`config.mk`:
```
export PLATFORM = sky130hd
export DESIGN_NAME = archive_byte_stream_cipher_core
export DESIGN_NICKNAME = d
export VERILOG_FILES = /design/src/design/absc_pkg.sv /design/src/design/absc_step.sv /design/src/design/archive_byte_stream_cipher_core.sv
export SDC_FILE = /design/constraint.sdc
export NUM_CORES = 1
export LEC_CHECK = 0
export CORE_MARGIN = 2
export CORE_UTILIZATION = 50
export DETAILED_ROUTE_END_ITERATION = 8
export DONT_BUFFER_PORTS = 1
export PLACE_DENSITY = 0.73
export SLEW_MARGIN = 10
export SYNTH_ARGS = -nofsm -noshare
export SYNTH_HDL_FRONTEND = slang
export SYNTH_SLANG_ARGS = --single-unit
```
`constraint.sdc`:
```
create_clock -name clk -period 13.2 [get_ports clk]
set_clock_uncertainty 0.15 [all_clocks]
set_input_delay 0.66 -clock clk [delete_from_list [all_inputs] [get_ports clk]]
set_output_delay 0.66 -clock clk [all_outputs]
set_load 0.02 [all_outputs]
```
`src/design/absc_pkg.sv`:
```
// ----------------------------------------------------------------------------
// absc_pkg: shared types and helpers of the archive byte stream cipher
// Cipher state type, register indexes and constant modulo helpers.
// ----------------------------------------------------------------------------
package absc_pkg;

  localparam int unsigned KeyNoW  = 7;
  localparam int unsigned PosW    = 4;
  localparam int unsigned CfgIdxW = 3;
  localparam int unsigned CfgW    = 64;

  localparam logic [PosW-1:0] PosAStart = 4'd0;
  localparam logic [PosW-1:0] PosBStart = 4'd8;

  typedef enum logic [CfgIdxW-1:0] {
    REG_KEY_A_LOW    = 3'd0,
    REG_KEY_A_HIGH   = 3'd1,
    REG_KEY_B_LOW    = 3'd2,
    REG_KEY_B_HIGH   = 3'd3,
    REG_START_KEY_NO = 3'd4,
    REG_ENCRYPT_MODE = 3'd5
  } cfg_reg_t;

  typedef struct packed {
    logic [PosW-1:0]   pos_a;
    logic [PosW-1:0]   pos_b;
    logic [KeyNoW-1:0] key_number;
    logic              swap_flag;
  } cph_state_t;

  // Remainder by 7, using 8 = 1 mod 7 to fold the octal digits.
  function automatic logic [2:0] mod7(input logic [6:0] x);
    logic [4:0] s;
    logic [3:0] t;
    s = {2'b00, x[5:3]} + {4'b0000, x[6]} * 5'd8 + {2'b00, x[2:0]};
    t = {2'b00, s[4:3]} + {1'b0, s[2:0]};
    if (t >= 4'd7) begin
      t = t - 4'd7;
    end
    return t[2:0];
  endfunction

  // Remainder by 3 of a five-bit value, using 4 = 1 mod 3.
  function automatic logic [1:0] mod3(input logic [4:0] y);
    logic [3:0] s;
    logic [2:0] t;
    s = {1'b0, y[4:2]} + {2'b00, y[1:0]};
    t = {1'b0, s[3:2]} + {1'b0, s[1:0]};
    if (t >= 3'd3) begin
      t = t - 3'd3;
    end
    return t[1:0];
  endfunction

  // Remainder by 12: the two low bits pass, the rest is taken modulo 3.
  function automatic logic [3:0] mod12(input logic [6:0] x);
    return {mod3(x[6:2]), x[1:0]};
  endfunction

endpackage

```
`src/design/absc_step.sv`:
```
// ----------------------------------------------------------------------------
// absc_step: one byte of the cipher
// Transforms one byte with the current state and forms the next state.
// ----------------------------------------------------------------------------
module absc_step (
  input  logic [7:0]            data_byte,
  input  logic                  encrypt_mode,
  input  logic [127:0]          key_a,
  input  logic [127:0]          key_b,
  input  absc_pkg::cph_state_t  cur,
  output logic [7:0]            result_byte,
  output absc_pkg::cph_state_t  nxt
);
  import absc_pkg::*;

  logic [7:0]        ka;
  logic [7:0]        kb;
  logic [7:0]        stage1;
  logic [7:0]        stage2;
  logic [PosW:0]     na;
  logic [PosW:0]     nb;
  logic [KeyNoW-1:0] kn_step;
  logic [3:0]        kn_mod12;
  logic [2:0]        kn_mod7;

  assign ka = key_a[{cur.pos_a, 3'b000} +: 8];
  assign kb = key_b[{cur.pos_b, 3'b000} +: 8] ^ {1'b0, cur.key_number};

  always_comb begin
    stage1 = data_byte ^ (encrypt_mode ? ka : kb);
    stage2 = cur.swap_flag ? {stage1[3:0], stage1[7:4]} : stage1;
    result_byte = stage2 ^ (encrypt_mode ? kb : ka);
  end

  assign kn_step  = cur.key_number + 7'd2;
  assign kn_mod12 = mod12(kn_step);
  assign kn_mod7  = mod7(kn_step);

  always_comb begin
    na  = {1'b0, cur.pos_a} + 5'd1;
    nb  = {1'b0, cur.pos_b} + 5'd1;
    nxt = cur;
    priority if (!na[PosW]) begin
      if (nb > 5'd12) begin
        nb            = 5'd0;
        nxt.swap_flag = ~cur.swap_flag;
      end
    end else if (nb <= 5'd8) begin
      na            = 5'd0;
      nxt.swap_flag = ~cur.swap_flag;
    end else begin
      nxt.key_number = kn_step;
      nxt.swap_flag  = ~cur.swap_flag;
      if (cur.swap_flag) begin
        na = {2'b00, kn_mod7};
        nb = {1'b0, kn_mod12} + 5'd2;
      end else begin
        na = {1'b0, kn_mod12} + 5'd3;
        nb = {2'b00, kn_mod7};
      end
    end
    nxt.pos_a = na[PosW-1:0];
    nxt.pos_b = nb[PosW-1:0];
  end

endmodule

```
`src/design/archive_byte_stream_cipher_core.sv`:
```
// ----------------------------------------------------------------------------
// archive_byte_stream_cipher_core: archive byte stream cipher
// Encrypts or decrypts a byte stream with two 16-byte keys and a key number.
// ----------------------------------------------------------------------------
// The core takes one byte in every clock cycle while in_ready is high and
// returns it transformed through the output buffer. The cipher state advances
// in the same cycle as the byte is taken, so the key-position update sets the
// pace. A two-entry output buffer lets a further item enter while a result
// waits to be taken; input ready drops only when both entries are full.
module archive_byte_stream_cipher_core (
  input  logic                          clk,
  input  logic                          rst_n,
  input  logic                          cfg_we,
  input  logic [absc_pkg::CfgIdxW-1:0]  cfg_index,
  input  logic [absc_pkg::CfgW-1:0]     cfg_data,
  input  logic                          in_valid,
  output logic                          in_ready,
  input  logic [7:0]                    in_data_byte,
  input  logic                          in_restart,
  output logic                          out_valid,
  input  logic                          out_ready,
  output logic [7:0]                    out_byte
);
  import absc_pkg::*;

  logic [63:0]       key_a_low_r;
  logic [63:0]       key_a_high_r;
  logic [63:0]       key_b_low_r;
  logic [63:0]       key_b_high_r;
  logic [KeyNoW-1:0] start_key_no_r;
  logic              encrypt_mode_r;

  cph_state_t state_r;
  cph_state_t state_cur;
  cph_state_t state_nxt;
  logic [7:0] result_byte;

  logic [7:0] out_byte_r;
  logic       out_valid_r;
  logic [7:0] skid_byte_r;
  logic       skid_valid_r;
  logic       push;
  logic       pop;

  always_ff @(posedge clk) begin
    if (!rst_n) begin
      key_a_low_r    <= '0;
      key_a_high_r   <= '0;
      key_b_low_r    <= '0;
      key_b_high_r   <= '0;
      start_key_no_r <= '0;
      encrypt_mode_r <= 1'b0;
    end else if (cfg_we) begin
      unique case (cfg_index)
        REG_KEY_A_LOW:    key_a_low_r    <= cfg_data;
        REG_KEY_A_HIGH:   key_a_high_r   <= cfg_data;
        REG_KEY_B_LOW:    key_b_low_r    <= cfg_data;
        REG_KEY_B_HIGH:   key_b_high_r   <= cfg_data;
        REG_START_KEY_NO: start_key_no_r <= cfg_data[KeyNoW-1:0];
        REG_ENCRYPT_MODE: encrypt_mode_r <= cfg_data[0];
        default: ;
      endcase
    end
  end

  always_comb begin
    if (in_restart) begin
      state_cur.pos_a      = PosAStart;
      state_cur.pos_b      = PosBStart;
      state_cur.key_number = start_key_no_r;
      state_cur.swap_flag  = 1'b0;
    end else begin
      state_cur = state_r;
    end
  end

  absc_step u_step (
    .data_byte    (in_data_byte),
    .encrypt_mode (encrypt_mode_r),
    .key_a        ({key_a_high_r, key_a_low_r}),
    .key_b        ({key_b_high_r, key_b_low_r}),
    .cur          (state_cur),
    .result_byte  (result_byte),
    .nxt          (state_nxt)
  );

  assign in_ready  = ~skid_valid_r;
  assign push      = in_valid & in_ready;
  assign pop       = out_valid_r & out_ready;
  assign out_valid = out_valid_r;
  assign out_byte  = out_byte_r;

  always_ff @(posedge clk) begin
    if (!rst_n) begin
      state_r.pos_a      <= PosAStart;
      state_r.pos_b      <= PosBStart;
      state_r.key_number <= '0;
      state_r.swap_flag  <= 1'b0;
    end else if (push) begin
      state_r <= state_nxt;
    end
  end

  always_ff @(posedge clk) begin
    if (!rst_n) begin
      out_valid_r  <= 1'b0;
      skid_valid_r <= 1'b0;
    end else begin
      priority if (push && (!out_valid_r || (pop && !skid_valid_r))) begin
        out_valid_r <= 1'b1;
      end else if (push && pop) begin
        out_valid_r  <= 1'b1;
        skid_valid_r <= 1'b1;
      end else if (push) begin
        skid_valid_r <= 1'b1;
      end else if (pop) begin
        out_valid_r  <= skid_valid_r;
        skid_valid_r <= 1'b0;
      end else begin
        out_valid_r <= out_valid_r;
      end
    end
  end

  always_ff @(posedge clk) begin
    priority if (push && (!out_valid_r || (pop && !skid_valid_r))) begin
      out_byte_r <= result_byte;
    end else if (push && pop) begin
      out_byte_r  <= skid_byte_r;
      skid_byte_r <= result_byte;
    end else if (push) begin
      skid_byte_r <= result_byte;
    end else if (pop) begin
      out_byte_r <= skid_byte_r;
    end else begin
      out_byte_r <= out_byte_r;
    end
  end

  a_skid_needs_head: assert property (@(posedge clk) disable iff (!rst_n)
    skid_valid_r |-> out_valid_r)
    else $error("skid entry held without a head entry");

  a_stalled_push_fills_skid: assert property (@(posedge clk) disable iff (!rst_n)
    (push && out_valid_r && !out_ready) |=> skid_valid_r)
    else $error("item accepted behind a stalled result was lost");

  a_pos_b_bound: assert property (@(posedge clk) disable iff (!rst_n)
    state_r.pos_b <= 4'd13)
    else $error("key B position beyond its wrap bound");

  a_push_gives_result: assert property (@(posedge clk) disable iff (!rst_n)
    push |=> out_valid_r)
    else $error("accepted item produced no result");

endmodule
```
==> out/results.md, run 1 <==
| Step | Item | Reported |
|---|---|---|
| clocking | Cts hold-fix bufs | 0 |
| floorplan | Effective utilization at floorplan | 50.8% |
| clocking | Level count of the clock H-tree | 2 |
| timing | Sum Neg Setup Slack | 0 ns |
| clocking | Clock latency on the worst-skew pair | 0.53 ns |
| routing | Routed wl met3 | 3880 microns |
| clocking | Post-CTS Setup Inserts | 0 |
| pwr | LEAKAGE | 5.49 nW |
| logic synthesis | Xor and xnor fraction of the mapped netlist area | 3.07% |
| final layout | Number of non-filler instances in the completed layout | 2,129 |
| worst setup path | Crit start category | register |
| timing | Min setup slack post-route | 7.87 ns |
| timing | Achievable frequency | 187 MHz |
| worst hold path | Hold Crit Class | primary input to register |
| routing | Highest metal used | met5 |
| clocking | Post-CTS clock slew at the launch and capture registers of the worst setup and hold paths | 0.06 ns |
| timing | Final number of hold-violating endpoints | 0 |
| logic synthesis | Share of the synthesized area in the top cell type | 37.6% |
| floorplan | Placement Rows | 63 |
| clocking | Clock sink count | 298 |
| timing | Slew margin rel. | 22.5% |
| routing | DR DRC count | 0 |
| routing | Total number of vias | 12,500 |
| pwr | Reg power frac | 44.9% |
| final layout | Final Util | 54.9% |
| logic synthesis | Portion of the post-synthesis area used by sequential elements | 40.8% |
| logic synthesis | Dominant cells by area after synthesis | dfxtp_1 (38%), nand2_1 (14%), a21boi_0 (13%), mux2i_1 (4.5%), mux4_2 (3.3%) |
| timing | Final setup fails | 0 |
| place | Sum of net half-perimeters after detailed placement | 29,500 microns |
| grt | Largest net degree at the start of global routing | 283 |
| worst setup path | CP Cell Sequence | mux2i_1, inv_1, ha_1, xnor2_1, mux2_2, ha_1, a21oi_1, xnor2_1, ha_1, fa_1, ha_1, or3_1, a21oi_1, ha_1, xor2_1, o21ai_0, a21oi_1, o311ai_0 |
| worst setup path | Crit Path Class | register to register |
| timing | Final clock period utilization by the worst path | 40.4% |
| logic synthesis | Synth warn | 0 |
| worst setup path | Critical path endpoint category | register |
| pwr | Switch share | 25.4% |
| final layout | Antenna Diode Count | 0 |
| routing | Remaining antenna violation count | 0 |
| logic synthesis | Post-synth top area cell | dfxtp_1 |
| final layout | Filler instances | 2,711 |
| floorplan | IO Pins | 91 |
| logic synthesis | Count of flip-flops with a built-in enable after synthesis | 16 |
| logic synthesis | Dominant synthesized flop cell | dfxtp_1 |
| floorplan | Vertical die dimension | 177 microns |
| final layout | Fin nets | 1,813 |
| final layout | Sequential cell area | 0.00613 sq mm |
| routing | DR pass1 iterations | 5 |
| floorplan | Die Outline Area | 0.0314 sq mm |
| logic synthesis | Number of register bits inferred by synthesis | 298 |
| clocking | Clock tree buffer depth | 3 |
| grt | Overall overflow remaining after global route | 0 |
| logic synthesis | Area of the mapped netlist | 0.0150 sq mm |
| pwr | Part of the total power dissipated in the clock network | 44.6% |
| pwr | Power share of the combinational group | 10.5% |
| worst setup path | Largest stage delay on the critical path | 0.55 ns |
| clocking | Root buffer cell | clkbuf_16 |
| clocking | Number of buffers created by CTS | 34 |
| worst setup path | Maximum fanout along the worst path | 5 |
| routing | Routed length on met1 | 18,400 microns |
| routing | Routed length on met2 | 20,500 microns |
| clocking | TritonCTS clock tree | yes |
| logic synthesis | Distinct cell type count after synthesis | 75 |
| routing | Starting DRC count in detailed routing | 1,176 |
| timing | Setup repair after global routing missed its margin | no |
| floorplan | Floorplan die width | 177 microns |
| grt | Total GRT Usage | 28.5% |
| floorplan | Area of the core | 0.0296 sq mm |
| logic synthesis | Net count after synthesis | 1,889 |
| pwr | Internal power component | 1.59 mW |
| worst setup path | Arrival time at the worst endpoint | 5.60 ns |
| routing | Drt wl/cell | 21.0 microns |
| place | PortBufs | 0 |
| pwr | Power density normalized to cell area | 131 mW/mm^2 |
| worst setup path | Cell class contributing the biggest share of worst-path delay | adder cells |
| grt | Global-route wire length before repair | 69,100 microns |
| routing | Avg Vias per Cell | 5.89 |
| final layout | Share of cells above drive strength 1 | 8.17% |
| run status | Run status | completed |
| timing | Final worst path period need | 5.33 ns |
| logic synthesis | Compound-Gate Fraction of Synth Area | 21.3% |
| worst setup path | Critical Path Slowest Stage Cell | mux2i_1 |
| timing | Fin. max-slew vios | 0 |
| final layout | Layout-stage area growth over the synthesis result | 8.18% |
| logic synthesis | Synth Area in Simple Gates | 19.7% |
| grt | Initial antenna violation count | 1 |
| flow run | Maximum capacitance violations | 0 |
| logic synthesis | Share of flip-flops with an asynchronous set or reset | 0% |
| pwr | Net load switching power | 0.540 mW |
| logic synthesis | Multiplexer share of the synthesized area | 9.00% |
| logic synthesis | Arithmetic-cell share of the synthesized area counting full adders, half adders and majority gates | 1.72% |
| grt | Via count of the first global-routing pass | 12,000 |
| final layout | Total area of multi-input combinational cells | 0.00825 sq mm |
| clocking | CTS resizes | 0 |
| worst setup path | Worst endpoint required time | 13.46 ns |
| place | Cell count after placement | 2,068 |
| pwr | Total Power Consumption | 2.13 mW |
| worst setup path | Count of buffering cells on the critical path with inverters included | 1 |
| place | RePlAce Congestion | 0.985 |
| logic synthesis | Largest family of logic cells by synthesized area | compound AO/OA/AOI/OAI gates |
| logic synthesis | Average cell area after synthesis | 8.38 sq um |
| place | Setup Slack @ Placement | 7.57 ns |
| worst setup path | Library cell appearing most often on the critical path | ha_1 |
| logic synthesis | Post-synthesis instance total | 1,790 |
| routing | Routed wire length | 44,700 microns |
| timing | Worst Tran Pin Value | 1.16 ns |
| pwr | Largest voltage drop on the vdd net | 0.127 mV |
## sequential cells by signal, indices dropped and copies added (netlist names)
name            cells
start_key_no_r      7
key_a_high_r       64
key_b_low_r        64
skid_valid_r        1
out_byte            8
key_b_high_r       64
key_a_low_r        64
out_valid           1
skid_byte_r         8
state_r            16
encrypt_mode_r      1
## placed cells by master, fill, tap and decap left out, types with 19 or more instances in the layout
cell,n
nand2_1,569
dfxtp_1,279
a21boi_0,260
mux2i_1,67
a21oi_1,46
nor2_1,41
o21ai_0,39
clkbuf_16,34
xnor2_1,31
nor2b_1,23
mux4_2,22
buf_4,21
xor2_1,19
## worst paths after layout
path                     start  cells after the start               to  slack [ns]
min reg2reg    key_b_low_r[53]                      2  key_b_low_r[53]        0.31
max          start_key_no_r[1]                     18      state_r[11]        7.87
max reg2reg  start_key_no_r[1]                     18      state_r[11]        7.87
min               cfg_data[53]                      2  key_b_low_r[53]        0.12
## kinds of logic after synthesis
group	count (synthesis)
adders and majority gates	19
muxes	105
and+or+nand+nor	719
DFF	298
buffers and inverters	152
AOI/OAI and AO/OA	446
xor gates and xnor gates	51
## cell type report
cell class / count / area share [%]
Sequential cell: 298 / 37.8
Clock buffer: 51 / 6.31
Inverter: 19 / 0.447
Multi-Input combinational cell: 1340 / 50.8
Clock inverter: 10 / 0.663
Timing Repair Buffer: 21 / 0.971
Tap cell: 390 / 3.01
## synth_stat cells (all sizes together) (4+ instances only)
master	number
a32oi	4
o221ai	7
o22ai	10
inv	16
clkbuf	93
nor2b	23
a2111oi	4
nor2	42
a31oi	9
edfxtp	16
a211oi	4
o21ai	40
nor3b	5
a221oi	4
and3	4
and2	9
a21boi	260
or2	11
a211o	4
mux4	22
nand2b	12
o211ai	10
buf	40
mux2	16
ha	15
nor3	18
a22oi	4
nand2	571
or3	6
a221o	5
nand3	8
xnor2	31
dfxtp	282
a311oi	4
a21oi	46
mux2i	67
o31ai	7
xor2	19
## power groups by stage
stage	sequential (mW)	clock, mW	combinational (mW)
after floorplan	0.969	0	0.183
after global placement	0.973	0	0.215
after detailed placement	0.974	0	0.219
after CTS	0.955	0.957	0.221
after global routing	0.957	0.993	0.242
final	0.955	0.949	0.224
## metrics by stage
step	hold WS, ns	cell area [sq um]
global route	0.120	16200
finish	0.120	16200
detailed placement	0.303	15100
floorplan	0.288	15000
global placement	0.294	15100
CTS	0.111	16200
## worst reg2reg max path: stages, from the launching register on
cell      delay, ns
dfxtp_1        0.31
mux2i_1        0.55
inv_1          0.28
ha_1           0.30
xnor2_1        0.36
mux2_2         0.39
ha_1           0.20
a21oi_1        0.16
xnor2_1        0.15
ha_1           0.18
fa_1           0.43
ha_1           0.21
or3_1          0.32
a21oi_1        0.30
ha_1           0.25
xor2_1         0.08
o21ai_0        0.22
a21oi_1        0.11
o311ai_0       0.29
## metal layers
layer  global-route usage (%)  vias up
met2                     45.8      459
met3                     7.00      121
met1                     36.5     5992
met4                     11.7        2
li1                         -     5963
met5                        0        -
Power figures use the tool's default switching activity.
==> run 2: changes to the inputs <==
--- a/config.mk
+++ b/config.mk
@@ -9,7 +9,7 @@
 export CORE_UTILIZATION = 50
 export DETAILED_ROUTE_END_ITERATION = 8
 export DONT_BUFFER_PORTS = 1
-export PLACE_DENSITY = 0.73
+export PLACE_DENSITY = 0.76
 export SLEW_MARGIN = 10
 export SYNTH_ARGS = -nofsm -noshare
 export SYNTH_HDL_FRONTEND = slang
==> constraint.sdc (replaced) <==
create_clock -name clk -period 4.7 [get_ports clk]
set_clock_uncertainty 0.15 [all_clocks]
set_input_delay 0.235 -clock clk [delete_from_list [all_inputs] [get_ports clk]]
set_output_delay 0.235 -clock clk [all_outputs]
set_load 0.02 [all_outputs]
==> run 2 against run 1 <==
Against the previous run:
- wire length up 1.1%
- cell count up 4.5%
- highest routed layer unchanged
- sequential share of layout area down 2.1 points
- fmax up 21%
- flip-flop and latch count unchanged
- non-clock buffer count up 100
- clock power rose to 2.7 times the previous value
- final area up 6.0%
- first-iteration DRC count up 7.1%
- sequential power rose to 2.8 times the previous value
==> out/results.md, run 2 (synthesis gave the netlist of run 1 again) <==
| Step | Item | Reported | Change |
|---|---|---|---|
| timing | Worst Tran Pin Value | 1.11 ns | -0.0442 ns |
| worst setup path | Worst endpoint required time | 5.00 ns | -8.46 ns |
| place | Sum of net half-perimeters after detailed placement | 29,800 microns | +0.93% |
| timing | Slew margin rel. | 25.0% | +2.6 points |
| routing | Routed wl met3 | 4100 microns | +5.5% |
| timing | Final worst path period need | 4.40 ns | -0.934 ns |
| clocking | Level count of the clock H-tree | 1 | -1 |
| worst hold path | Hold Crit Class | primary input to register |  |
| pwr | Part of the total power dissipated in the clock network | 42.4% | -2.2 points |
| routing | Routed length on met1 | 18,600 microns | +1.5% |
| grt | Largest net degree at the start of global routing | 283 | unchanged |
| pwr | Net load switching power | 1.53 mW | +180% |
| pwr | Largest voltage drop on the vdd net | 0.261 mV | +110% |
| grt | Total GRT Usage | 28.5% | +0.089 points |
| timing | Final number of hold-violating endpoints | 0 | unchanged |
| final layout | Final design area excluding fillers | 0.0172 sq mm | +6.0% |
| final layout | Final Util | 58.2% | +3.3 points |
| final layout | Leading cell type in the layout, fill and taps excluded | nand2_1 |  |
| floorplan | Vertical die dimension | 177 microns | unchanged |
| routing | DR pass1 iterations | 5 | unchanged |
| pwr | Internal power component | 4.48 mW | +180% |
| timing | Sum Neg Setup Slack | 0 ns | unchanged |
| final layout | Layout-stage area growth over the synthesis result | 14.7% |  |
| pwr | LEAKAGE | 5.88 nW | +7.1% |
| floorplan | Die Outline Area | 0.0314 sq mm | unchanged |
| clocking | Clock latency on the worst-skew pair | 0.56 ns | +0.03 ns |
| timing | Fin. max-slew vios | 0 | unchanged |
| clocking | Clock sink count | 298 | unchanged |
| worst setup path | Crit Path Class | register to register |  |
| clocking | Root buffer cell | clkbuf_16 |  |
| clocking | Post-CTS clock slew at the launch and capture registers of the worst setup and hold paths | 0.06 ns | about the same |
| grt | Global-route wire length before repair | 70,600 microns | +2.1% |
| floorplan | Effective utilization at floorplan | 50.8% | unchanged |
| floorplan | Area of the core | 0.0296 sq mm | unchanged |
| final layout | Fin nets | 1,910 | +5.4% |
| floorplan | Placement Rows | 63 | unchanged |
| timing | Final clock period utilization by the worst path | 93.6% | +53 points |
| floorplan | IO Pins | 91 | unchanged |
| routing | Routed wire length | 45,200 microns | +1.1% |
| flow run | Maximum capacitance violations | 0 | unchanged |
| routing | Drt wl/cell | 20.3 microns | -3.3% |
| worst setup path | Critical path endpoint category | register |  |
| grt | Initial antenna violation count | 7 | +6 |
| grt | Overall overflow remaining after global route | 0 | unchanged |
| routing | Remaining antenna violation count | 0 | unchanged |
| clocking | Clock tree buffer depth | 3 | unchanged |
| pwr | Reg power frac | 44.9% | about the same |
| final layout | Most frequent cells in the layout | nand2_1 (569), dfxtp_1 (279), a21boi_0 (260) |  |
| routing | DR DRC count | 0 | unchanged |
| timing | Final setup fails | 0 | unchanged |
| clocking | Number of buffers created by CTS | 31 | -8.8% |
| worst setup path | Crit start category | register |  |
| worst setup path | Maximum fanout along the worst path | 5 | unchanged |
| timing | Achievable frequency | 227 MHz | +21% |
| floorplan | Floorplan die width | 177 microns | unchanged |
| run status | Run status | completed |  |
| place | PortBufs | 0 | unchanged |
| pwr | Switch share | 25.4% | +0.058 points |
| grt | Via count of the first global-routing pass | 12,500 | +4.0% |
| timing | Smallest hold slack | 0.0156 ns | -0.105 ns |
| worst setup path | Arrival time at the worst endpoint | 4.70 ns | -0.90 ns |
| pwr | Power share of the combinational group | 12.6% | +2.1 points |
| routing | Highest metal used | met5 |  |
| routing | Avg Vias per Cell | 5.89 | about the same |
| place | Instance area after placement | 0.0152 sq mm | +0.97% |
| final layout | Share of cells above drive strength 1 | 8.57% | +0.40 points |
| routing | Routed length on met2 | 20,400 microns | -0.51% |
| pwr | Power density normalized to cell area | 349 mW/mm^2 | +170% |
| place | RePlAce Congestion | 0.887 | -10% |
| routing | Total number of vias | 13,100 | +4.5% |
| routing | Starting DRC count in detailed routing | 1,260 | +7.1% |
| clocking | TritonCTS clock tree | yes |  |
-- run 2: power groups by stage --
stage / Clock [mW] / Sequential [mW] / Combinational, mW
after floorplan: 0 / 2.72 / 0.517
after global placement: 0 / 2.75 / 0.591
after detailed placement: 0 / 2.75 / 0.608
after CTS: 2.56 / 2.70 / 0.746
after global routing: 2.67 / 2.71 / 0.818
final: 2.55 / 2.70 / 0.759
-- run 2: per-layer routing --
layer  GRT usage [%]  vias up
li1                -     6157
met1            37.2     6240
met2            45.7      571
met3            6.38      126
met4            11.8       10
met5               0        -
-- run 2: stage by stage --
stage	cells	power, mW	worst slack, ns
after floorplan	1790	3.24	0.0214
after global placement	2082	3.34	0.368
after detailed placement	2082	3.36	0.243
after CTS	2223	6.01	0.251
after global routing	2225	6.20	-0.00402
final	2225	6.01	0.300
-- run 2: path summary, 6_finish.rpt --
path	slack, ns	startpoint	cells after the start	endpoint
worst min-delay path	0.02	in_data_byte[7]	4	skid_byte_r[7]
worst max-delay path	0.30	state_r[2]	18	state_r[11]
worst min register to register	0.31	key_b_high_r[44]	2	key_b_high_r[44]
worst max register to register	0.30	state_r[2]	18	state_r[11]
-- run 2: timing repair --
item | CTS | global route
setup buffers | 0 | 0
endpoints found under the hold margin | 294 | 0
setup endpoints to repair | 0 | 3
hold buffers | 86 | 0
gates resized for setup | 0 | 2
-- run 2: area by class of cell --
class                   instances  area [sq um]
diodes                          2          5.00
clock inverters                 5          75.1
flip-flops and latches        298          6130
fillers                      2557         12300
inverters                      19          72.6
clock buffers                  50           990
repair buffers                121          1150
multi-input cells            1340          8300
well taps                     390           488
-- run 2: worst max-delay path: stages, from the launching register on --
cell	delay (ns)
dfxtp_1	0.34
mux2i_4	0.21
inv_2	0.06
ha_2	0.22
xnor2_4	0.20
mux2_2	0.37
ha_1	0.19
a21oi_1	0.16
xnor2_1	0.14
ha_1	0.18
fa_1	0.43
ha_1	0.21
or3_1	0.34
a21oi_2	0.22
ha_2	0.23
xor2_1	0.07
o21ai_0	0.17
a21oi_1	0.09
o311ai_0	0.32
